<file path="config.mk">
export PLATFORM = sky130hd
export DESIGN_NAME = pssl_ctrl
export DESIGN_NICKNAME = d
export VERILOG_FILES = /design/src/design/pssl_pkg.sv /design/src/design/pssl_ctrl.sv
export SDC_FILE = /design/constraint.sdc
export NUM_CORES = 1
export LEC_CHECK = 0
export ABC_CLOCK_PERIOD_IN_PS = 1500
export BUFFER_PORTS_ARGS = -buffer_cell sky130_fd_sc_hd__clkbuf_2
export CAP_MARGIN = 20
export CORE_AREA = 2 2 39 41
export DETAILED_ROUTE_END_ITERATION = 7
export DIE_AREA = 0 0 41 43
export PLACE_DENSITY = 0.53
export SYNTH_ARGS = -nofsm -noshare
export SYNTH_HDL_FRONTEND = slang
export SYNTH_SLANG_ARGS = --single-unit
</file>
<file path="constraint.sdc">
create_clock -name clock -period 1.5 [get_ports clock]
set_clock_uncertainty 0.15 [all_clocks]
set_input_delay 0.075 -clock clock [delete_from_list [all_inputs] [get_ports clock]]
set_output_delay 0.075 -clock clock [all_outputs]
set_load 0.05 [all_outputs]
</file>
<file path="src/design/pssl_pkg.sv">
// Shared constants, register codes and controller/datapath interface types
// for the per-source sliding window limiter. No dependencies.
package pssl_pkg;

   localparam int SOURCE_SLOTS_DEF = 64;
   localparam int LOG_DEPTH_DEF    = 32;

   localparam int SLOT_IN_W  = 6;
   localparam int TIME_W     = 32;
   localparam int WINDOW_W   = 16;
   localparam int HITS_W     = 6;
   localparam int SLOT_CMP_W = 11;

   localparam int REQ_DATA_W  = 40;
   localparam int RSP_DATA_W  = 8;
   localparam int CSR_INDEX_W = 1;
   localparam int CSR_DATA_W  = 16;

   localparam logic [WINDOW_W-1:0] WINDOW_RESET   = 16'd60;
   localparam logic [HITS_W-1:0]   MAX_HITS_RESET = 6'd30;

   typedef enum logic [CSR_INDEX_W-1:0] {
      CSR_WINDOW   = 1'b0,
      CSR_MAX_HITS = 1'b1
   } csr_index_type;

   typedef struct packed {
      logic clear;
      logic lookup;
      logic load;
      logic pop;
      logic decide;
      logic push;
   } pssl_cmd_type;

   typedef struct packed {
      logic clear_done;
      logic in_range;
      logic scan_pop;
      logic rsp_free;
   } pssl_status_type;

endpackage

</file>
<file path="src/design/pssl_ctrl.sv">
// Sequencing controller of the limiter: clearing pass, lookup, log scan,
// decision and result hand-off. Depends on pssl_pkg.
module pssl_ctrl (
   input  logic                      clock,
   input  logic                      reset,
   input  logic                      req_tvalid,
   output logic                      req_tready,
   input  pssl_pkg::pssl_status_type status,
   output pssl_pkg::pssl_cmd_type    cmd
);
   import pssl_pkg::*;

   typedef enum logic [2:0] {
      S_CLEAR,
      S_IDLE,
      S_LOAD,
      S_SCAN,
      S_DECIDE,
      S_FINISH
   } state_type;

   state_type state_ff, state_in;
   logic      ready_ff, ready_in;

   always_ff @(posedge clock) begin
      if (reset) begin
         state_ff <= S_CLEAR;
         ready_ff <= 1'b0;
      end else begin
         state_ff <= state_in;
         ready_ff <= ready_in;
      end
   end

   always_comb begin
      cmd      = '0;
      state_in = state_ff;
      ready_in = ready_ff;
      unique case (state_ff)
         S_CLEAR: begin
            cmd.clear = 1'b1;
            if (status.clear_done) begin
               state_in = S_IDLE;
               ready_in = 1'b1;
            end
         end
         S_IDLE: begin
            if (req_tvalid && ready_ff) begin
               cmd.lookup = 1'b1;
               ready_in   = 1'b0;
               state_in   = status.in_range ? S_LOAD : S_FINISH;
            end
         end
         S_LOAD: begin
            cmd.load = 1'b1;
            state_in = S_SCAN;
         end
         S_SCAN: begin
            if (status.scan_pop) begin
               cmd.pop = 1'b1;
            end else begin
               state_in = S_DECIDE;
            end
         end
         S_DECIDE: begin
            cmd.decide = 1'b1;
            if (status.rsp_free) begin
               cmd.push = 1'b1;
               state_in = S_IDLE;
               ready_in = 1'b1;
            end else begin
               state_in = S_FINISH;
            end
         end
         S_FINISH: begin
            if (status.rsp_free) begin
               cmd.push = 1'b1;
               state_in = S_IDLE;
               ready_in = 1'b1;
            end
         end
      endcase
   end

   assign req_tready = ready_ff;

endmodule

</file>
* After elaboration in Yosys (flattened, before gate mapping)
Cells that the tools add are included.
Cells by class: equality and inequality tests 10, multiplexer cells 20, reduce and logical (&&, ||, !) cells 6
Operator list (count):
- $mux W3 | 6
- $pmux W3 S6 | 1
- $mux W1 | 12
- $ne A2 B2 Y1 const B | 4
- $reduce_and A4 Y1 | 2
- $eq A3 B2 Y1 const B | 2
- $eq A3 B3 Y1 const B | 2
- $eq A3 B1 Y1 const B | 1
- $logic_not A3 Y1 | 1
- $pmux W1 S3 | 1
- $reduce_bool A3 Y1 | 1
- $ne A2 B1 Y1 const B | 1
- $reduce_or A2 Y1 | 1
- $logic_and A1 B1 Y1 | 1
Storage, ports and cells: bits in registers 4, input port bits 7, output and inout bits 7, logic and storage cells 38

* Longest topological paths before layout
depth in word-level cells 4, depth in mapped cells 4, gate-level depth less buffers 3

* Least setup slack after synthesis
No wires, ideal clock.
path type register to output, start point register state_ff[1], end point output cmd[3] (netlist name), arrival time 1.708 ns, required time 1.275 ns, slack -0.433 ns, stages on the path, launching flop included 3, buffers on the path 1, cells stage by stage dfxtp_1 buf_4 nor3b_1
RTL lines:
- start, declared | line pssl_ctrl.sv:22 | state_type state_ff, state_in;
- start signal, assigned | line pssl_ctrl.sv:30 | state_ff <= state_in;
- end, declared | line pssl_ctrl.sv:9 | output pssl_pkg::pssl_cmd_type cmd

==> metrics.md <==
| Metric | Value |
|---|---|
| CP endpoint kind | `output port` |
| Max-slew violations | `0` |
| Combinational share of power | `32.6%` |
| Core area | `0.001384 mm²` |
| Gpl congestion | `0.6840` |
| Post-synthesis mux area share | `0%` |
| Syn_area_per_cell | `8.330 µm²` |
| Die Y | `43 µm` |
| Initial Utilization | `22.88%` |
| Distinct cells, synth | `21` |
| Worst-path fanout max | `15` |
| Largest family of logic cells by synthesized area | `simple AND/OR/NAND/NOR gates` |
| Clk sink count | `4` |
| CTS tree | `done` |
| Commonest non-fill, non-tap cell in the layout | `clkbuf_2` |
| RSZ-0062 raised after global routing | `no` |
| GRT Residual Overflow | `0` |
| VDD IR max | `385.5 µV` |
| Psw | `0.1321 mW` |
| Row cnt | `14` |
| Die W | `41 µm` |
| Worst min path class | `in2reg` |
| Slew HR | `81.55%` |
| Mapped Nets | `45` |
| Pin count of the biggest net entering global routing | `16` |
| Vias in the first global route | `283` |
| Worst path cell trace | `nor3b_2, clkbuf_2` |
| Post-synthesis compound-gate area fraction | `13.44%` |
| Outcome | `finished clean` |
| CP arrival | `1.20 ns` |
| CTS clk-pin slew, worst paths | `0.04 ns` |
| Global-route wire length before repair | `1076 µm` |
| Total clock buffers created by CTS | `3` |
| Hpwl dp | `553.6 µm` |
| Final period utilization | `95.06%` |
| Final ANT Viol Nets | `0` |
| Adder-Cell Fraction of Synth Area | `0%` |
| Overall power | `0.3856 mW` |
| CTS root buf | `clkbuf_4` |
| Synth Instances | `38` |
| P_int | `0.2535 mW` |
| Final hold violation count | `0` |
| Setup tns final | `0 ns` |
| Routed WL | `727 µm` |
| #FFs+latches synth | `4` |
| Final setup vio count | `0` |
| Layout cells sized above 1 | `51.85%` |
| Critical path class | `reg2out` |
| Delay-heaviest family, CP | `flip-flops` |
| CP Buf/Inv Count | `1` |
| Most frequent cells in the layout | `11 x clkbuf_2, 6 x nor2_1, 3 x nor3b_2, 3 x nand2_1, 3 x clkbuf_4` |
| Static Leak | `0.1891 nW` |
| Yosys warns | `0` |
| H-tree depth | `1` |
| Synthesized area | `316.6 µm²` |
| Vias | `336` |
| Post-route worst setup slack | `0.07416 ns` |
| Antenna violations before repair | `0` |
| FILL cells | `145` |
| Delay of the slowest critical-path stage | `0.47 ns` |
| Port Buf Inserts | `13` |
| Sequential-to-total area share from yosys stat | `25.30%` |
| Clock power frac | `33.9%` |
| Number of diodes | `0` |
| Crit path time final | `1.426 ns` |
| Worst Hold Margin | `0.006308 ns` |
| Worst Path Required | `1.27 ns` |
| CP Launch Type | `flop` |
| DRC violations left | `0` |
| Max-cap viol count | `0` |
| XOR/XNOR Fraction of Synth Area | `0%` |
| Sw Share | `34.26%` |
| Setup Buffers After CTS | `0` |
| Worst-margin pin slew | `0.2780 ns` |
| Die area | `0.001763 mm²` |
| WL/cell | `10.39 µm` |
| PD cells | `856.1 mW/mm²` |
| Syn-to-layout area delta | `42.29%` |
| Tot GR Track Use | `9.629%` |
| Simple-gate share of the synthesized area | `52.96%` |
| Worst slack at placement | `0.05511 ns` |
| Final #Nets | `63` |
| Worst-Skew Late Latency | `0.23 ns` |
| Router iterations before antenna repair | `4` |
| DR iter-0 viols | `7` |
| Max Fclk | `701.3 MHz` |
| Slowest cell on crit path | `dfxtp_2` |
| Maximum root-to-sink buffer count | `2` |
| Vias per cell | `4.800` |
| Seq pwr share | `33.6%` |
| IO Count | `14` |
==> power by group through the flow <==
stage          logic, mW  registers [mW]  clock network, mW
2_1_floorplan     0.0873           0.137                  0
3_3_place_gp       0.122           0.130                  0
3_5_place_dp       0.122           0.130                  0
4_1_cts            0.125           0.129              0.140
5_1_grt            0.135           0.131              0.146
6_report           0.126           0.129              0.131
==> layout make-up <==
cell class	instances	area (µm²)	share of cell area [%]
Clock buffer	3	22.52	5.000
Sequential cell	4	82.58	18.33
Multi-Input combinational cell	31	225.2	50.00
Timing Repair Buffer	16	100.1	22.22
Tap cell	16	20.02	4.444
==> flip-flops by register name (all words and copies together) (netlist names) <==
| name | count |
|---|---|
| req_tready | 1 |
| state_ff | 3 |
==> cells in the mapped netlist <==
cell | number | area (µm²)
nor4_1 | 1 | 6.260
and2_1 | 1 | 6.260
nor2_1 | 6 | 22.52
a311oi_1 | 1 | 8.760
nand3_1 | 1 | 5.000
o2bb2ai_1 | 1 | 8.760
nor3b_1 | 4 | 30.03
nor3_1 | 3 | 15.01
buf_6 | 1 | 11.26
a31oi_1 | 1 | 6.260
buf_4 | 2 | 15.01
nor4b_2 | 1 | 15.01
dfxtp_1 | 4 | 80.08
nand2b_1 | 1 | 6.260
o31a_1 | 1 | 8.760
a21oi_1 | 1 | 5.000
nand2b_4 | 2 | 27.53
nand3_2 | 1 | 10.01
nor3b_2 | 1 | 12.51
nand2_1 | 3 | 11.26
o21ai_0 | 1 | 5.000
==> worst reg2reg max path, stage by stage (launching register included) <==
cell     delay [ns]
dfxtp_2        0.35
buf_4          0.17
nand3_2        0.09
a31oi_1        0.24
nor4b_2        0.23
==> logic make-up (layout without fill, tap and decap cells) <==
family,count (synthesis),count (layout)
AO/OA/AOI/OAI,6,6
buffers and inverters,3,19
flip-flops,4,4
AND/OR/NAND/NOR,25,25
==> routing by layer <==
metal / vias up / GRT usage, % / wire length (µm)
met4: 0 / 2.000 / 0
met2: 12 / 13.44 / 354
met5: - / 0 / 0
li1: 170 / - / -
met3: 0 / 9.424 / 59
met1: 154 / 10.26 / 313
==> final timing paths <==
check | from | endpoint | slack [ns] | depth (start not counted)
max | state_ff[1]$_SDFFE_PP0P_ | cmd[3] | 0.07 | 2
min | status[1] | state_ff[0]$_SDFFE_PP0P_ | 0.006 | 3
max reg2reg | state_ff[0]$_SDFFE_PP0P_ | state_ff[1]$_SDFFE_PP0P_ | 0.16 | 4
min reg2reg | req_tready$_SDFFE_PP0P_ | req_tready$_SDFFE_PP0P_ | 0.39 | 2
==> through the flow <==
step | cell area [µm²] | instances | utilization [%]
after floorplan | 331.6 | 38 | -
after global placement | 405.4 | 66 | 29.29
after detailed placement | 405.4 | 66 | 29.29
after CTS | 447.9 | 70 | 32.37
after global routing | 450.4 | 70 | 32.55
final | 450.4 | 70 | 32.55
==> repair_timing <==
item | 4_1_cts | 5_1_grt
pin swaps | 0 | 1
setup endpoints to repair | 3 | 5
hold buffers | 1 | 0
hold endpoints to repair | 2 | 0
gates resized for setup | 3 | 3
(Power assumes the default switching activity.)
